File: src/rtl/core/assert_macros.svh
// assertion macros shared by the scheduler rtl
`ifndef ASSERT_MACROS_SVH
`define ASSERT_MACROS_SVH

// clocked property, ignored while reset is high
`define ASSERT_CLK(label, clk, rst, prop, msg) \
   label: assert property (@(posedge clk) disable iff (rst) prop) else $error(msg);

// clocked property, checked during reset too
`define ASSERT_ALWAYS(label, clk, prop, msg) \
   label: assert property (@(posedge clk) prop) else $error(msg);

`endif

File: src/rtl/core/mpps_pkg.sv
// types, codes and constants of the multi-policy process scheduler
package mpps_pkg;

   localparam int unsigned PROC_COUNT  = 4;
   localparam int unsigned MAX_TICKETS = 1000;
   localparam int unsigned TICKET_CAP  = MAX_TICKETS - 1;

   typedef logic [1:0]  proc_idx_type;
   typedef logic [9:0]  ticket_type;
   typedef logic [15:0] word_type;
   typedef logic [16:0] alu_word_type;

   typedef enum logic [1:0] {
      OP_YIELD = 2'd0,
      OP_EXIT  = 2'd1,
      OP_PRIO  = 2'd2,
      OP_SHARE = 2'd3
   } opcode_type;

   typedef enum logic [2:0] {
      MODE_RR     = 3'd0,
      MODE_STRICT = 3'd1,
      MODE_PRIO   = 3'd2,
      MODE_SHARE  = 3'd3,
      MODE_LOT    = 3'd4
   } mode_type;

   typedef enum logic [2:0] {
      CSR_MODE    = 3'd0,
      CSR_TIX_P1  = 3'd1,
      CSR_TIX_P2  = 3'd2,
      CSR_TIX_P3  = 3'd3,
      CSR_TIX_P4  = 3'd4
   } csr_index_type;

   typedef enum logic {
      ALU_SUB = 1'b0,
      ALU_ADD = 1'b1
   } alu_op_type;

   typedef struct packed {
      alu_op_type   op;
      alu_word_type a;
      alu_word_type b;
   } alu_req_type;

   typedef struct packed {
      alu_word_type res;
      logic         borrow;
   } alu_rsp_type;

   localparam mode_type   RESET_MODE    = MODE_LOT;
   localparam ticket_type RESET_TICKETS = 10'd250;
   localparam word_type   LFSR_SEED     = 16'hBD11;

   function automatic ticket_type ticket_clamp(input ticket_type t);
      ticket_type cap;
      cap = ticket_type'(TICKET_CAP);
      return (t > cap) ? cap : t;
   endfunction

endpackage

File: src/rtl/core/mpps_if.sv
// request and response channel interfaces of the scheduler
interface mpps_req_if;
   logic        valid;
   logic        ready;
   logic [1:0]  opcode;
   logic [15:0] value;

   modport source (output valid, opcode, value, input ready);
   modport sink   (input valid, opcode, value, output ready);
endinterface

interface mpps_rsp_if;
   logic       valid;
   logic       ready;
   logic [2:0] chosen_process;
   logic       all_done;

   modport source (output valid, chosen_process, all_done, input ready);
   modport sink   (input valid, chosen_process, all_done, output ready);
endinterface

File: src/rtl/core/mpps_alu.sv
// shared add / subtract-compare unit used by the compare, sum and remainder steps
module mpps_alu
   import mpps_pkg::*;
(
   input  alu_req_type req,
   output alu_rsp_type rsp
);

   logic [17:0] sum;

   always_comb begin
      case (req.op)
         ALU_ADD: sum = {1'b0, req.a} + {1'b0, req.b};
         ALU_SUB: sum = {1'b0, req.a} - {1'b0, req.b};
         default: sum = '0;
      endcase
      rsp.res    = sum[16:0];
      rsp.borrow = (req.op == ALU_SUB) ? sum[17] : 1'b0;
   end

endmodule

File: src/rtl/core/mpps_lfsr.sv
// 16-bit fibonacci lfsr for lottery draws
module mpps_lfsr
   import mpps_pkg::*;
(
   input  logic     clock,
   input  logic     reset,
   input  logic     step,
   output word_type state
);

   word_type lfsr_ff, lfsr_in;
   logic     fb;

   always_comb begin
      fb      = lfsr_ff[0] ^ lfsr_ff[2] ^ lfsr_ff[3] ^ lfsr_ff[5];
      lfsr_in = step ? {fb, lfsr_ff[15:1]} : lfsr_ff;
   end

   always_ff @(posedge clock) begin
      if (reset) begin
         lfsr_ff <= LFSR_SEED;
      end else begin
         lfsr_ff <= lfsr_in;
      end
   end

   assign state = lfsr_ff;

`include "assert_macros.svh"
   `ASSERT_CLK(a_lfsr_nonzero, clock, reset, lfsr_ff != '0, "lfsr reached zero")
   `ASSERT_CLK(a_lfsr_hold, clock, reset, !step |=> $stable(lfsr_ff), "lfsr moved without step")

endmodule

File: src/rtl/core/multi_policy_process_scheduler.sv
// top level: event sequencer, process state and configuration of the scheduler
//
// channel  dir  payload                        beat
// req_ch   in   opcode[1:0], value[15:0]        valid & ready
// rsp_ch   out  chosen_process[2:0], all_done   valid & ready
// csr_*    in   index[2:0], wdata[9:0]          csr_we
//
// set priority / set share: done on accept. round robin, strict: scan from the next or
// first process. priority: minimum search, then scan. share: scan from the current one.
// lottery: sum tickets, then per draw an lfsr step, 16 restoring steps and the map.
// compares, sums and remainders go through one shared add/sub unit, one step per cycle.
// one event at a time: req_ch.ready is low from accept until the response beat.
// synchronous reset restores the sequencer, csrs, process state and the lfsr seed.
module multi_policy_process_scheduler
   import mpps_pkg::*;
(
   input  logic       clock,
   input  logic       reset,
   mpps_req_if.sink   req_ch,
   mpps_rsp_if.source rsp_ch,
   input  logic       csr_we,
   input  logic [2:0] csr_index,
   input  logic [9:0] csr_wdata
);

   typedef enum logic [3:0] {
      S_IDLE, S_SCAN, S_MIN, S_SHARE, S_SUM, S_STEP, S_DIV, S_MAP, S_RESP
   } state_type;

   state_type    state_ff, state_in;
   mode_type     mode_ff;
   ticket_type   tix_ff [PROC_COUNT];
   logic [3:0]   run_ff, run_in;
   word_type     prio_ff [PROC_COUNT], prio_in [PROC_COUNT];
   word_type     share_ff [PROC_COUNT], share_in [PROC_COUNT];
   word_type     runs_ff [PROC_COUNT], runs_in [PROC_COUNT];
   proc_idx_type cur_ff, cur_in;
   proc_idx_type idx_ff, idx_in;
   logic [2:0]   cnt_ff, cnt_in;
   alu_word_type best_ff, best_in;
   logic         eq_ff, eq_in;
   logic [11:0]  total_ff, total_in;
   logic         reach_ff, reach_in;
   logic [11:0]  rem_ff, rem_in;
   logic [3:0]   bit_ff, bit_in;
   logic [16:0]  draws_ff, draws_in;
   logic [2:0]   chosen_ff, chosen_in;
   logic         done_ff, done_in;
   logic         rsp_valid_ff, rsp_valid_in;

   alu_req_type  alu_req;
   alu_rsp_type  alu_rsp;
   word_type     lfsr;
   logic         lfsr_step;

   logic         finish, pick;
   proc_idx_type pick_idx;
   logic         redraw;
   ticket_type   tc;
   logic [12:0]  shifted;
   logic         accept;

   mpps_alu u_alu (.req(alu_req), .rsp(alu_rsp));

   mpps_lfsr u_lfsr (
      .clock(clock),
      .reset(reset),
      .step(lfsr_step),
      .state(lfsr)
   );

   assign accept = req_ch.valid && req_ch.ready;

   always_comb begin
      state_in     = state_ff;
      run_in       = run_ff;
      prio_in      = prio_ff;
      share_in     = share_ff;
      runs_in      = runs_ff;
      cur_in       = cur_ff;
      idx_in       = idx_ff;
      cnt_in       = cnt_ff;
      best_in      = best_ff;
      eq_in        = eq_ff;
      total_in     = total_ff;
      reach_in     = reach_ff;
      rem_in       = rem_ff;
      bit_in       = bit_ff;
      draws_in     = draws_ff;
      chosen_in    = chosen_ff;
      done_in      = done_ff;
      rsp_valid_in = rsp_valid_ff;
      lfsr_step    = 1'b0;
      finish       = 1'b0;
      pick         = 1'b0;
      pick_idx     = idx_ff;
      redraw       = 1'b0;
      tc           = ticket_clamp(tix_ff[idx_ff]);
      shifted      = {rem_ff, lfsr[bit_ff]};
      alu_req.op   = ALU_SUB;
      alu_req.a    = '0;
      alu_req.b    = '0;

      case (state_ff)
         S_IDLE: begin
            if (accept) begin
               case (opcode_type'(req_ch.opcode))
                  OP_PRIO: begin
                     prio_in[cur_ff] = req_ch.value;
                     finish   = 1'b1;
                     pick     = run_ff[cur_ff];
                     pick_idx = cur_ff;
                  end
                  OP_SHARE: begin
                     share_in[cur_ff] = req_ch.value;
                     finish   = 1'b1;
                     pick     = run_ff[cur_ff];
                     pick_idx = cur_ff;
                  end
                  default: begin
                     if (opcode_type'(req_ch.opcode) == OP_EXIT) run_in[cur_ff] = 1'b0;
                     cnt_in = '0;
                     eq_in  = 1'b0;
                     case (mode_ff)
                        MODE_RR: begin
                           idx_in   = cur_ff + 2'd1;
                           state_in = S_SCAN;
                        end
                        MODE_STRICT: begin
                           idx_in   = '0;
                           state_in = S_SCAN;
                        end
                        MODE_PRIO: begin
                           idx_in   = '0;
                           best_in  = 17'h10000;
                           state_in = S_MIN;
                        end
                        MODE_SHARE: begin
                           idx_in   = cur_ff;
                           state_in = S_SHARE;
                        end
                        MODE_LOT: begin
                           idx_in   = '0;
                           total_in = '0;
                           reach_in = 1'b0;
                           draws_in = '0;
                           state_in = S_SUM;
                        end
                        default: finish = 1'b1;
                     endcase
                  end
               endcase
            end
         end
         S_SCAN: begin
            if (run_ff[idx_ff] && (!eq_ff || {1'b0, prio_ff[idx_ff]} == best_ff)) begin
               finish = 1'b1;
               pick   = 1'b1;
            end else if (cnt_ff == 3'd3) begin
               finish = 1'b1;
            end else begin
               idx_in = idx_ff + 2'd1;
               cnt_in = cnt_ff + 3'd1;
            end
         end
         S_MIN: begin
            alu_req.a = {1'b0, prio_ff[idx_ff]};
            alu_req.b = best_ff;
            if (run_ff[idx_ff] && alu_rsp.borrow) best_in = {1'b0, prio_ff[idx_ff]};
            idx_in = idx_ff + 2'd1;
            cnt_in = cnt_ff + 3'd1;
            if (cnt_ff == 3'd3) begin
               idx_in   = cur_ff + 2'd1;
               cnt_in   = '0;
               eq_in    = 1'b1;
               state_in = S_SCAN;
            end
         end
         S_SHARE: begin
            alu_req.a = {1'b0, runs_ff[idx_ff]};
            alu_req.b = {1'b0, share_ff[idx_ff]};
            if (run_ff[idx_ff] && alu_rsp.borrow) begin
               runs_in[idx_ff] = runs_ff[idx_ff] + 16'd1;
               finish = 1'b1;
               pick   = 1'b1;
            end else begin
               if (run_ff[idx_ff]) runs_in[idx_ff] = '0;
               if (cnt_ff == 3'd4) begin
                  finish = 1'b1;
               end else begin
                  idx_in = idx_ff + 2'd1;
                  cnt_in = cnt_ff + 3'd1;
               end
            end
         end
         S_SUM: begin
            alu_req.op = ALU_ADD;
            alu_req.a  = {5'd0, total_ff};
            alu_req.b  = {7'd0, tc};
            total_in   = alu_rsp.res[11:0];
            reach_in   = reach_ff || (run_ff[idx_ff] && tc != '0);
            idx_in     = idx_ff + 2'd1;
            cnt_in     = cnt_ff + 3'd1;
            if (cnt_ff == 3'd3) begin
               if (total_in == '0 || !reach_in) begin
                  finish = 1'b1;
               end else begin
                  state_in = S_STEP;
               end
            end
         end
         S_STEP: begin
            lfsr_step = 1'b1;
            draws_in  = draws_ff + 17'd1;
            bit_in    = 4'd15;
            rem_in    = '0;
            state_in  = S_DIV;
         end
         S_DIV: begin
            // restoring remainder, one draw bit per cycle
            alu_req.a = {4'd0, shifted};
            alu_req.b = {5'd0, total_ff};
            rem_in    = alu_rsp.borrow ? shifted[11:0] : alu_rsp.res[11:0];
            bit_in    = bit_ff - 4'd1;
            if (bit_ff == '0) begin
               idx_in   = '0;
               state_in = S_MAP;
            end
         end
         S_MAP: begin
            alu_req.a = {5'd0, rem_ff};
            alu_req.b = {7'd0, tc};
            if (alu_rsp.borrow) begin
               if (run_ff[idx_ff]) begin
                  finish = 1'b1;
                  pick   = 1'b1;
               end else begin
                  redraw = 1'b1;
               end
            end else begin
               rem_in = alu_rsp.res[11:0];
               if (idx_ff == 2'd3) redraw = 1'b1;
               else idx_in = idx_ff + 2'd1;
            end
            if (redraw) begin
               // give up after 65536 draws
               if (draws_ff[16]) finish = 1'b1;
               else state_in = S_STEP;
            end
         end
         S_RESP: begin
            if (rsp_ch.ready) begin
               rsp_valid_in = 1'b0;
               state_in     = S_IDLE;
            end
         end
         default: state_in = S_IDLE;
      endcase

      if (finish) begin
         state_in     = S_RESP;
         rsp_valid_in = 1'b1;
         chosen_in    = pick ? (3'({1'b0, pick_idx}) + 3'd1) : 3'd0;
         if (pick) cur_in = pick_idx;
         done_in      = ~|run_in;
      end
   end

   always_ff @(posedge clock) begin
      if (reset) begin
         state_ff     <= S_IDLE;
         rsp_valid_ff <= 1'b0;
         mode_ff      <= RESET_MODE;
         run_ff       <= '1;
         cur_ff       <= '0;
         for (int i = 0; i < PROC_COUNT; i++) begin
            tix_ff[i]   <= RESET_TICKETS;
            prio_ff[i]  <= '0;
            share_ff[i] <= 16'd1;
            runs_ff[i]  <= '0;
         end
      end else begin
         state_ff     <= state_in;
         rsp_valid_ff <= rsp_valid_in;
         run_ff       <= run_in;
         cur_ff       <= cur_in;
         prio_ff      <= prio_in;
         share_ff     <= share_in;
         runs_ff      <= runs_in;
         if (csr_we) begin
            case (csr_index_type'(csr_index))
               CSR_MODE:   mode_ff   <= mode_type'(csr_wdata[2:0]);
               CSR_TIX_P1: tix_ff[0] <= csr_wdata;
               CSR_TIX_P2: tix_ff[1] <= csr_wdata;
               CSR_TIX_P3: tix_ff[2] <= csr_wdata;
               CSR_TIX_P4: tix_ff[3] <= csr_wdata;
               default: ;
            endcase
         end
      end
      idx_ff    <= idx_in;
      cnt_ff    <= cnt_in;
      best_ff   <= best_in;
      eq_ff     <= eq_in;
      total_ff  <= total_in;
      reach_ff  <= reach_in;
      rem_ff    <= rem_in;
      bit_ff    <= bit_in;
      draws_ff  <= draws_in;
      chosen_ff <= chosen_in;
      done_ff   <= done_in;
   end

   assign req_ch.ready          = (state_ff == S_IDLE);
   assign rsp_ch.valid          = rsp_valid_ff;
   assign rsp_ch.chosen_process = chosen_ff;
   assign rsp_ch.all_done       = done_ff;

`include "assert_macros.svh"
   `ASSERT_CLK(a_rsp_in_resp, clock, reset, rsp_valid_ff == (state_ff == S_RESP), "response flag out of step with sequencer")
   `ASSERT_CLK(a_chosen_runnable, clock, reset, rsp_valid_ff && chosen_ff != 3'd0 |-> run_ff[2'(chosen_ff - 3'd1)], "chosen process not runnable")
   `ASSERT_CLK(a_done_matches, clock, reset, rsp_valid_ff |-> done_ff == ~|run_ff, "all_done disagrees with runnable set")
   `ASSERT_CLK(a_pick_moves_cur, clock, reset, rsp_valid_ff && chosen_ff != 3'd0 |-> cur_ff == 2'(chosen_ff - 3'd1), "current process not updated to pick")

endmodule

File: src/flat_wrapper.sv
// flat-port wrapper written by rule: the top's interface ports become plain ports
module multi_policy_process_scheduler_flat import mpps_pkg::*;
  (clock, reset, csr_we, csr_index, csr_wdata, req_ch_valid, req_ch_opcode, req_ch_value, req_ch_ready, rsp_ch_valid, rsp_ch_chosen_process, rsp_ch_all_done, rsp_ch_ready);
  mpps_req_if req_ch_i ();
  mpps_rsp_if rsp_ch_i ();
  input  logic clock;
  input  logic reset;
  input  logic csr_we;
  input  logic [2:0] csr_index;
  input  logic [9:0] csr_wdata;
  input wire logic [$bits(req_ch_i.valid)-1:0] req_ch_valid;
  input wire logic [$bits(req_ch_i.opcode)-1:0] req_ch_opcode;
  input wire logic [$bits(req_ch_i.value)-1:0] req_ch_value;
  output wire logic [$bits(req_ch_i.ready)-1:0] req_ch_ready;
  output wire logic [$bits(rsp_ch_i.valid)-1:0] rsp_ch_valid;
  output wire logic [$bits(rsp_ch_i.chosen_process)-1:0] rsp_ch_chosen_process;
  output wire logic [$bits(rsp_ch_i.all_done)-1:0] rsp_ch_all_done;
  input wire logic [$bits(rsp_ch_i.ready)-1:0] rsp_ch_ready;
  assign req_ch_i.valid = req_ch_valid;
  assign req_ch_i.opcode = req_ch_opcode;
  assign req_ch_i.value = req_ch_value;
  assign req_ch_ready = req_ch_i.ready;
  assign rsp_ch_valid = rsp_ch_i.valid;
  assign rsp_ch_chosen_process = rsp_ch_i.chosen_process;
  assign rsp_ch_all_done = rsp_ch_i.all_done;
  assign rsp_ch_i.ready = rsp_ch_ready;
  multi_policy_process_scheduler u_core (.clock(clock), .reset(reset), .req_ch(req_ch_i), .rsp_ch(rsp_ch_i), .csr_we(csr_we), .csr_index(csr_index), .csr_wdata(csr_wdata));
endmodule
File: config.mk
export PLATFORM = sky130hd
export DESIGN_NAME = multi_policy_process_scheduler_flat
export DESIGN_NICKNAME = d
export VERILOG_FILES = /design/src/rtl/core/mpps_pkg.sv /design/src/rtl/core/mpps_if.sv /design/src/rtl/core/mpps_alu.sv /design/src/rtl/core/mpps_lfsr.sv /design/src/rtl/core/multi_policy_process_scheduler.sv /design/src/flat_wrapper.sv
export VERILOG_INCLUDE_DIRS = /design/src /design/src/rtl/core
export SDC_FILE = /design/constraint.sdc
export NUM_CORES = 1
export LEC_CHECK = 0
export BUFFER_PORTS_ARGS = -buffer_cell sky130_fd_sc_hd__clkbuf_2
export CAP_MARGIN = 20
export CORE_UTILIZATION = 50
export CTS_CLUSTER_DIAMETER = 30
export DETAILED_ROUTE_END_ITERATION = 12
export PLACE_DENSITY_LB_ADDON = 0.25
export SKIP_CTS_REPAIR_TIMING = 1
export SYNTH_ARGS = -nofsm -noshare
export SYNTH_HDL_FRONTEND = slang
export SYNTH_SLANG_ARGS = --single-unit
File: constraint.sdc
create_clock -name clock -period 7.13 [get_ports clock]
set_clock_uncertainty 0.1 [all_clocks]
set_input_delay 0.713 -clock clock [delete_from_list [all_inputs] [get_ports clock]]
set_output_delay 0.713 -clock clock [all_outputs]
set_load 0.05 [all_outputs]
==> metrics, run 1 <==
# setup viols final=0; post-synthesis sequential area ratio=0.452; EDFF count, synth=113; total global-route track usage=0.290; WL final=51500 µm; Final #Nets=1984; Crit Path Class=register to register; pin count of the biggest net entering global routing=81; CTS Sinks=337; post-synthesis mux area share=0.0888; TritonCTS clock tree=yes; worst-margin pin slew=1030 ps; Clk Latency, worst-skew pair=600 ps; max_slew headroom=0.310; critical path's slowest cell=nor3_2; max incr delay on CP=820 ps; row cnt=68; ANT cells=0; status=finished clean; Cell Chain, Critical Path=nand2b_1, nor3_2, buf_4, a222oi_1, o21a_1, ha_1, inv_1, a21oi_1, a21boi_0, nor3b_1, o311ai_1, nor4_4, a31oi_1, inv_1; Reg clk slew, reported paths=50 ps; Post-synth top flop=dfxtp_1; syn avg cell area=9.18 µm²; synthesized-area fraction occupied by and/or/nand/nor cells=0.195; GR Layer Usage met1=0.385; vias per inst=6.05; initial core utilization=0.506; Buffers on Ports=41; DR vias=14647; Critical Path End Type=register; vias in the first global route=13944; Buf+Inv Stages, Crit Path=3; routed len/inst=21.3 µm; Compound-Gate Fraction of Synth Area=0.154; Chip Height=189 µm; synthesis warning total=0; final hold viol count=0; Synth async-reset ratio=0; Ports=42; synthesized flop and latch total=337; layout cell share with drive strength beyond 1=0.141; pwr dens=412 nW/µm²; met3 GRT Util=0.0523; Root Buffer=clkbuf_16; initial DRC count=1628; Top delay family on crit path=compound AO/OA/AOI/OAI gates; most common cell after layout, fill and taps aside=nand2_1; synthesis-to-layout area growth=17.2%; maximum resistive drop on vdd=0.239 mV; grt ovf=0; first-pass GRT wire length=80200 µm; largest family of logic cells by synthesized area=simple AND/OR/NAND/NOR gates; Post-Syn Area=17400 µm²; core area=34500 µm²; met2 usage=0.471; DRC Markers=0; Worst Path Max Fanout=17; Max Clk Rate=165 MHz; leakage=0.00754 µW; Tightest Hold Check Type=input port to register; most frequent cells in the layout=nand2_1, dfxtp_1, a21oi_1; Routability Congestion=0.934; CP Launch Type=register; adder-cell share of the synthesized area=0.0331; RSZ-0062 raised after global routing=false; Crit path required time=7330 ps; CTS HTree Levels=3; Final min period=6060 ps; Final Instance Area=20400 µm²; Synth Net Count=1981; Synth Area in XOR/XNOR=0.0321; dpl cell area=17800 µm²; Max Cap Violations=0; Cell variety after synth=73; final setup TNS=0 ps; Die ar.=35600 µm²; Arrival @ worst endpoint=6270 ps; most used cell, CP=inv_1; DP HPWL=34700 µm; drt pass-1 iters=7; Clock Path Buffers=3; initial antenna violation count=0; DIE WIDTH=189 µm; total CTS buffers=78; Final Max Slew Viols=0; cell count after synthesis=1900; busiest grt layer=met2; final worst path period share=0.850; Routed Antenna Nets=0
## synth_stat cells (8+ instances only)
cell | n | area (µm²)
edfxtp_1 | 113 | 3390
xnor2_1 | 33 | 289
nand3_1 | 38 | 190
nor3_1 | 22 | 110
nor2_1 | 131 | 492
or3_1 | 12 | 75.1
mux2_2 | 15 | 169
clkbuf_1 | 91 | 342
mux2i_1 | 23 | 230
a21oi_1 | 199 | 996
ha_1 | 43 | 538
a22oi_1 | 55 | 413
buf_4 | 19 | 143
nor4_1 | 11 | 68.8
buf_2 | 19 | 95.1
a222oi_1 | 17 | 170
or2_2 | 9 | 56.3
and3_1 | 20 | 125
a22o_1 | 10 | 87.6
o21ai_0 | 46 | 230
o21a_1 | 8 | 60.1
mux4_2 | 51 | 1150
xor2_1 | 31 | 272
o211ai_1 | 9 | 67.6
nand2_1 | 403 | 1510
nor2b_1 | 16 | 100
a211oi_1 | 17 | 128
nand2b_1 | 30 | 188
inv_1 | 44 | 165
and2_1 | 39 | 244
dfxtp_1 | 224 | 4480
## cells by family (layout without fill, tap and decap cells)
logic type,after synthesis,in the layout
fa+ha+maj,45,45
flops,337,337
mux,89,89
buf+inv,182,248
compound gates,422,422
simple gates,761,761
xor+xnor,64,64
## power breakdown
| part | total (µW) | switching [µW] | internal, µW |
|---|---|---|---|
| Sequential | 2370 | 175 | 2190 |
| Clock | 3560 | 1160 | 2400 |
| Combinational | 2490 | 1610 | 884 |
| Total | 8420 | 2950 | 5470 |
## through the flow
step                      power [µW]  hold slack, ps   util  worst slack (ps)  instances
after CTS                       8420             299  0.593              1280       2421
after detailed placement        4840             345  0.517              1320       2278
after floorplan                 4160             320      -              1070       1900
after global routing            8770             311  0.593               769       2421
final                           8420             314  0.593              1070       2421
after global placement          4830             334  0.516              1230       2277
## area by class of cell
cell class / count / area (µm²)
fill: 2896 / 14000
multi-input combinational: 1381 / 8800
inverter: 45 / 169
sequential: 337 / 7880
clock buffer: 98 / 2120
clock inverter: 45 / 526
tap: 455 / 569
timing repair buffer: 60 / 387
## path summary, 6_finish.rpt
kind                            slack, ps                                             to                            start  cells past startpoint
worst max-delay path                 1070  u_core.rsp_ch.chosen_process[0]$_SDFFCE_PN0P_  u_core.state_ff[2]$_SDFFE_PP0P_                     14
worst min-delay path                  310              u_core.tix_ff[1][5]$_SDFFCE_PN1P_                     csr_wdata[5]                      2
worst max register to register       1070  u_core.rsp_ch.chosen_process[0]$_SDFFCE_PN0P_  u_core.state_ff[2]$_SDFFE_PP0P_                     14
worst min register to register        350                u_core.prio_ff[22]$_SDFFE_PP0P_  u_core.prio_ff[22]$_SDFFE_PP0P_                      2
## sequential cells by signal, indices dropped and copies added (netlist names), 2 cells and up, named ones only
signal                        cells
u_core.rem_ff                    12
u_core.total_ff                  12
u_core.draws_ff                  17
u_core.cur_ff                     2
u_core.best_ff                   17
u_core.run_ff                     4
u_core.state_ff                   4
u_core.idx_ff                     2
u_core.bit_ff                     4
u_core.runs_ff                   64
u_core.tix_ff                    40
u_core.u_lfsr.state              16
u_core.cnt_ff                     3
u_core.share_ff                  64
u_core.prio_ff                   64
u_core.rsp_ch.chosen_process      3
u_core.mode_ff                    3
## worst reg2reg max path, cell delays in order, from the launching register on
cell	delay (ps)
dfxtp_1	700
nand2b_1	280
nor3_2	820
buf_4	380
a222oi_1	110
o21a_1	180
ha_1	540
inv_1	210
a21oi_1	300
a21boi_0	510
nor3b_1	110
o311ai_1	560
nor4_4	140
a31oi_1	600
inv_1	230
## per-layer routing
metal / part of all wire / up-vias / routed length, µm
met2: 0.47 / 642 / 24400
met5: 0 / - / 0
met4: 0.032 / 0 / 1620
met3: 0.076 / 101 / 3910
li1: - / 6779 / -
met1: 0.42 / 7125 / 21600
Power figures use the tool's default switching activity.
==> run 2, diff against run 1 <==
Settings changed: SLEW_MARGIN from default to 20, SYNTH_HIERARCHICAL from default to 1.
==> run 2 against run 1 <==
Against the previous run:
- non-clock buffer count grew 10
- flip-flop and latch count stayed put
- total power shrank 0.59%
- utilization grew 1.7 points
- critical path depth increased by 8
- worst setup slack worse by 530 ps
==> metrics, run 2 <==
Final Non-Filler Cells=2267 (-6.4%); Sw Share=0.329 (-0.0212); Post-Syn Area=17400 µm² (-0.27%); drt pass-1 iters=7 (unchanged); R2R setup slack=540 ps (-530 ps); initial DRC count=1384 (-15%); cell count after synthesis=1744 (-8.2%); routed len/inst=21.1 µm (-0.85%); core area=33900 µm² (-1.7%); Max Cap Violations=0 (unchanged); total global-route track usage=0.271 (-0.0194); initial core utilization=0.513 (+0.00742); Ports=42 (unchanged); CP endpoint=u_core/cnt_ff[0]$_SDFFCE_PN0P_; Worst Path Max Fanout=10 (-7); Root Buffer=clkbuf_16; DIE WIDTH=188 µm (-0.14%); DRC Markers=0 (unchanged); CTS Sinks=337 (unchanged); setup ws final=540 ps (-528 ps); final setup TNS=0 ps (unchanged); Critical Path End Type=register; final worst path period share=0.924 (+0.0740); synthesis-to-layout area growth=18.9%; DR vias=13820 (-5.6%); critical path depth in cells=22 (+8); Cell Chain, Critical Path=mux4_2, nor2_1, nor3_1, o21ai_0, nand2_1, or3_1, or4_4, nor4_1, nor2_1, xor2_1, ha_1, nand2_1, o41ai_1, a311oi_1, o21ai_0, mux2_2, nand2_1, a311o_1, a211o_1, o21bai_1, a2111oi_0, buf_4; P_int=5620 µW (+2.7%); most common cell after layout, fill and taps aside=dfxtp_1; max incr delay on CP=720 ps (-100 ps); maximum resistive drop on vdd=0.358 mV (+50%); Fillers=2811 (-2.9%); max_slew headroom=0.333 (+0.0231); most used cell, CP=nand2_1; pin count of the biggest net entering global routing=112 (+38%); layout cell share with drive strength beyond 1=0.165 (+0.0240); WL final=47800 µm (-7.2%); RSZ-0062 raised after global routing=false; Arrival @ worst endpoint=6780 ps (+510 ps); most frequent cells in the layout=dfxtp_1, nand2_1, nor2_1; critical path's slowest cell=dfxtp_1; Final min period=6590 ps (+528 ps); leakage=0.00814 µW (+8.0%); Final #Nets=1827 (-7.9%); Routability Congestion=0.953 (+2.0%); DP Cell Count=2124 (-6.8%); switching power=2750 µW (-6.6%); worst slack, placed=606 ps (-710 ps); Reg2Reg Depth=22 (+8); R2R Path End=u_core/cnt_ff[0]$_SDFFCE_PN0P_; CP Launch Type=register; initial antenna violation count=1 (+1); Top delay family on crit path=simple AND/OR/NAND/NOR gates; largest registers=u_core/prio_ff: 64 flops, u_core/runs_ff: 64 flops, u_core/share_ff: 64 flops; Comb pwr share=0.273 (-0.023); Clock Path Buffers=3 (unchanged); DP HPWL=32300 µm (-7.1%); vias per inst=6.10 (+0.76%); Crit Path Class=register to register; Synth Net Count=1815 (-8.4%); Chip Height=188 µm (-0.14%); worst-margin pin slew=991 ps (-36.9 ps); status=finished clean; Crit path required time=7320 ps (about the same); first-pass GRT wire length=75200 µm (-6.3%); TritonCTS clock tree=yes; row cnt=67 (-1.5%); clock power share=0.456 (+0.033); total CTS buffers=78 (unchanged); Tightest Hold Check Type=input port to register; grt ovf=0 (unchanged); synthesis warning total=6 (+6); Clk Latency, worst-skew pair=590 ps (about the same); ANT cells=0 (unchanged); Reg clk slew, reported paths=50 ps (about the same); final hold viol count=0 (unchanged); pwr dens=405 nW/µm² (-1.7%); Final Max Slew Viols=0 (unchanged); Seq pwr share=0.271 (-0.010); Buffers on Ports=41 (unchanged); vias in the first global route=13627 (-2.3%); Buf+Inv Stages, Crit Path=1 (-2); Max Clk Rate=152 MHz (-8.0%); Min-Delay Startpoint=csr_wdata[4]; # setup viols final=0 (unchanged); Routed Antenna Nets=0 (unchanged); CTS HTree Levels=3 (unchanged); Die ar.=35500 µm² (-0.27%); syn avg cell area=9.97 µm² (+8.6%)
## run 2: cell count changes in the layout (fill, tap and decap cells not counted), moves of 19 or more
cell     previous run  this run
nor2_1            131       171
a22oi_1            55        16
nand3_1            38       101
nand2_1           403       180
and3_1             20        39
mux2i_1            23        92
a21oi_1           199       103
## run 2: power groups by stage
stage	Clock, µW	Combinational (µW)	Sequential [µW]
global route	3970	2460	2280
CTS	3860	2260	2260
global placement	0	2220	2290
finish	3820	2290	2270
detailed placement	0	2240	2300
floorplan	0	1730	2240
## run 2: how the worst min path moves through the flow
stage / to / slack (ps) / cells after the start
after floorplan: u_core/runs_ff[40]$_SDFFE_PP0P_ / 330 / 1
after global placement: u_core/prio_ff[22]$_SDFFE_PP0P_ / 340 / 2
after detailed placement: u_core/prio_ff[38]$_SDFFE_PP0P_ / 350 / 2
after CTS: u_core/tix_ff[0][3]$_SDFFCE_PN1P_ / 300 / 2
after global routing: u_core/tix_ff[3][6]$_SDFFCE_PN1P_ / 330 / 2
final: u_core/tix_ff[3][4]$_SDFFCE_PN1P_ / 320 / 2
## run 2: area by class of cell
| cell class | instances | area, µm² | area share |
|---|---|---|---|
| multi-input combinational | 1220 | 8750 | 0.423 |
| sequential | 337 | 7880 | 0.381 |
| clock buffer | 90 | 2120 | 0.103 |
| clock inverter | 53 | 743 | 0.0360 |
| tap | 448 | 561 | 0.0271 |
| timing repair buffer | 70 | 433 | 0.0209 |
| inverter | 49 | 184 | 0.00890 |
## run 2: metrics by stage
step | utilization | power [µW] | hold WS, ps | cell area, µm²
after floorplan | - | 3970 | 328 | 17400
after global placement | 0.525 | 4510 | 337 | 17800
after detailed placement | 0.525 | 4540 | 347 | 17800
after CTS | 0.610 | 8380 | 300 | 20700
after global routing | 0.610 | 8720 | 329 | 20700
final | 0.610 | 8370 | 323 | 20700
## run 2: metal layers
| metal | vias up | global-route usage | wire length (µm) |
|---|---|---|---|
| met2 | 568 | 0.435 | 22500 |
| met5 | - | 0 | 13 |
| met3 | 103 | 0.0592 | 3460 |
| met4 | 2 | 0.108 | 1380 |
| met1 | 6713 | 0.356 | 20500 |
| li1 | 6434 | - | - |
==> run 3, diff against run 2 <==
Clock period 7.13 ns to 6.2 ns, I/O delays scaled along.
==> run 3 against run 2 <==
Against the previous run:
- via count up 1.8%
- clock-buffer cell count up 16
- clock power up 6.0%
- critical endpoint is now u_core/rsp_ch.chosen_process[0]$_SDFFCE_PN0P_
- highest routed layer is now met4
- total power up 13%
- critical path type unchanged
==> metrics, run 3 (same netlist as run 2, synthesis figures left out) <==
Max Cap Violations=0 (unchanged); Final Non-Filler Cells=2284 (+0.75%); Tightest Hold Check Type=input port to register; DIE WIDTH=188 µm (unchanged); DP Cell Count=2141 (+0.80%); Root Buffer=clkbuf_16; max_slew headroom=0.308 (-0.0254); TritonCTS clock tree=yes; routed len/inst=21.1 µm (about the same); CP Launch Type=register; Worst Path Max Fanout=7 (-3); most common cell after layout, fill and taps aside=dfxtp_1; initial core utilization=0.513 (unchanged); CTS HTree Levels=3 (unchanged); Seq pwr share=0.274 (+0.003); P_int=6300 µW (+12%); Final #Nets=1846 (+1.0%); DP HPWL=32500 µm (+0.57%); Arrival @ worst endpoint=6160 ps (-620 ps); Clk Latency, worst-skew pair=590 ps (about the same); maximum resistive drop on vdd=0.250 mV (-30%); Ports=42 (unchanged); Critical Path End Type=register; Final min period=5990 ps (-596 ps); synthesis-to-layout area growth=18.7%; CTS Sinks=337 (unchanged); Comb pwr share=0.298 (+0.025); layout cell share with drive strength beyond 1=0.168 (+0.00283); switching power=3170 µW (+15%); DRC Markers=0 (unchanged); max incr delay on CP=560 ps (-160 ps); total global-route track usage=0.274 (+0.00349); vias per inst=6.16 (+1.0%); drt pass-1 iters=12 (+5); critical path's slowest cell=or4_4; pwr dens=459 nW/µm² (+13%); Final Instance Area=20600 µm² (-0.12%); clock power share=0.427 (-0.029); ANT cells=0 (unchanged); worst-margin pin slew=1030 ps (+42.6 ps); largest registers=u_core/prio_ff: 64 flops, u_core/runs_ff: 64 flops, u_core/share_ff: 64 flops; Clock Path Buffers=3 (unchanged); Fillers=2785 (-0.92%); Cell Chain, Critical Path=buf_4, mux4_2, a222oi_1, nand2_1, or4_4, or4_4, nor2_4, a21oi_1, xor2_1, ha_1, a21oi_1, a21boi_0, a311oi_1, o21ai_0, mux2_4, nand2_1, a311o_1, a211o_1, o21ba_2, nand3_1; Util after Layout=0.610 (-0.000739); row cnt=67 (unchanged); Die ar.=35500 µm² (unchanged); Buffers on Ports=41 (unchanged); core area=33900 µm² (unchanged); dpl cell area=18000 µm² (+0.98%); # setup viols final=0 (unchanged); area of the multi-input gates=8790 µm² (+0.43%); vias in the first global route=13674 (+0.34%); initial antenna violation count=0 (-1); Reg clk slew, reported paths=50 ps (about the same); status=finished clean; Routed Antenna Nets=0 (unchanged); DR vias=14066 (+1.8%); total CTS buffers=78 (unchanged); Routability Congestion=0.949 (-0.42%); Final Max Slew Viols=0 (unchanged); total power=9470 µW (+13%); final setup TNS=0 ps (unchanged); grt ovf=0 (unchanged); initial DRC count=1525 (+10%); Chip Height=188 µm (unchanged); Crit path required time=6360 ps (-960 ps); Crit Path Class=register to register; first-pass GRT wire length=76200 µm (+1.2%); pin count of the biggest net entering global routing=100 (-11%); final worst path period share=0.967 (+0.0424); WL final=48200 µm (+0.71%); leakage=0.00816 µW (+0.23%); Max Clk Rate=167 MHz (+10%); final hold viol count=0 (unchanged); most frequent cells in the layout=dfxtp_1, nand2_1, nor2_1; register area=7880 µm² (about the same); Sw Share=0.335 (+0.00639)
## run 3: cell types whose count changed in the layout (fill, tap and decap cells not counted), moves of 3 or more
cell / previous run / this run
clkinv_1: 1 / 4
clkinv_2: 13 / 9
buf_4: 28 / 46
clkinvlp_4: 11 / 4
clkinv_4: 6 / 1
inv_4: 2 / 6
clkbuf_1: 3 / 15
clkbuf_8: 6 / 9
bufinv_16: 14 / 6
## run 3: layer usage
metal / track usage / up-vias / wire length, µm / share of wire
met5: 0 / - / 0 / 0
met4: 0.114 / 0 / 1380 / 0.029
li1: - / 6476 / - / -
met1: 0.373 / 6854 / 20500 / 0.43
met3: 0.0531 / 102 / 3730 / 0.077
met2: 0.429 / 634 / 22600 / 0.47
## run 3: layout make-up
| class | count | area share |
|---|---|---|
| Multi-Input combinational cell | 1220 | 0.426 |
| Clock inverter | 35 | 0.0193 |
| Timing Repair Buffer | 89 | 0.0289 |
| Clock buffer | 106 | 0.108 |
| Inverter | 49 | 0.00909 |
| Sequential cell | 337 | 0.382 |
| Tap cell | 448 | 0.0271 |
## run 3: worst paths after layout
path                              startpoint                                             to  slack, ps  cells past startpoint
max               u_core/idx_ff[0]$_DFFE_PP_  u_core/rsp_ch.chosen_process[0]$_SDFFCE_PN0P_        210                     20
min                             csr_wdata[7]              u_core/tix_ff[1][7]$_SDFFCE_PN1P_        240                      2
max reg2reg       u_core/idx_ff[0]$_DFFE_PP_  u_core/rsp_ch.chosen_process[0]$_SDFFCE_PN0P_        210                     20
min reg2reg  u_core/prio_ff[24]$_SDFFE_PP0P_                u_core/prio_ff[24]$_SDFFE_PP0P_        350                      2
## run 3: worst max-delay path: cells and delay by family (launching register included)
kind                     cells  cell delay (ps)
flip-flops                   1              490
buffers and inverters        1              200
adder cells (fa/ha/maj)      1              330
XOR/XNOR                     1              150
AND/OR/NAND/NOR              6             1600
AO/OA/AOI/OAI                9             1990
multiplexers                 2              790
## run 3: metrics by stage
stage | hold WS [ps] | setup slack [ps]
floorplan | 328 | 60.6
global placement | 339 | 288
detailed placement | 345 | 173
CTS | 227 | 139
global route | 247 | -21.8
finish | 244 | 206
## run 3: power groups by stage
| stage | clock network [µW] | registers (µW) | logic [µW] |
|---|---|---|---|
| 2_1_floorplan | 0 | 2580 | 2010 |
| 3_3_place_gp | 0 | 2630 | 2700 |
| 3_5_place_dp | 0 | 2630 | 2730 |
| 4_1_cts | 4100 | 2600 | 2740 |
| 5_1_grt | 4220 | 2610 | 3050 |
| 6_report | 4050 | 2600 | 2830 |
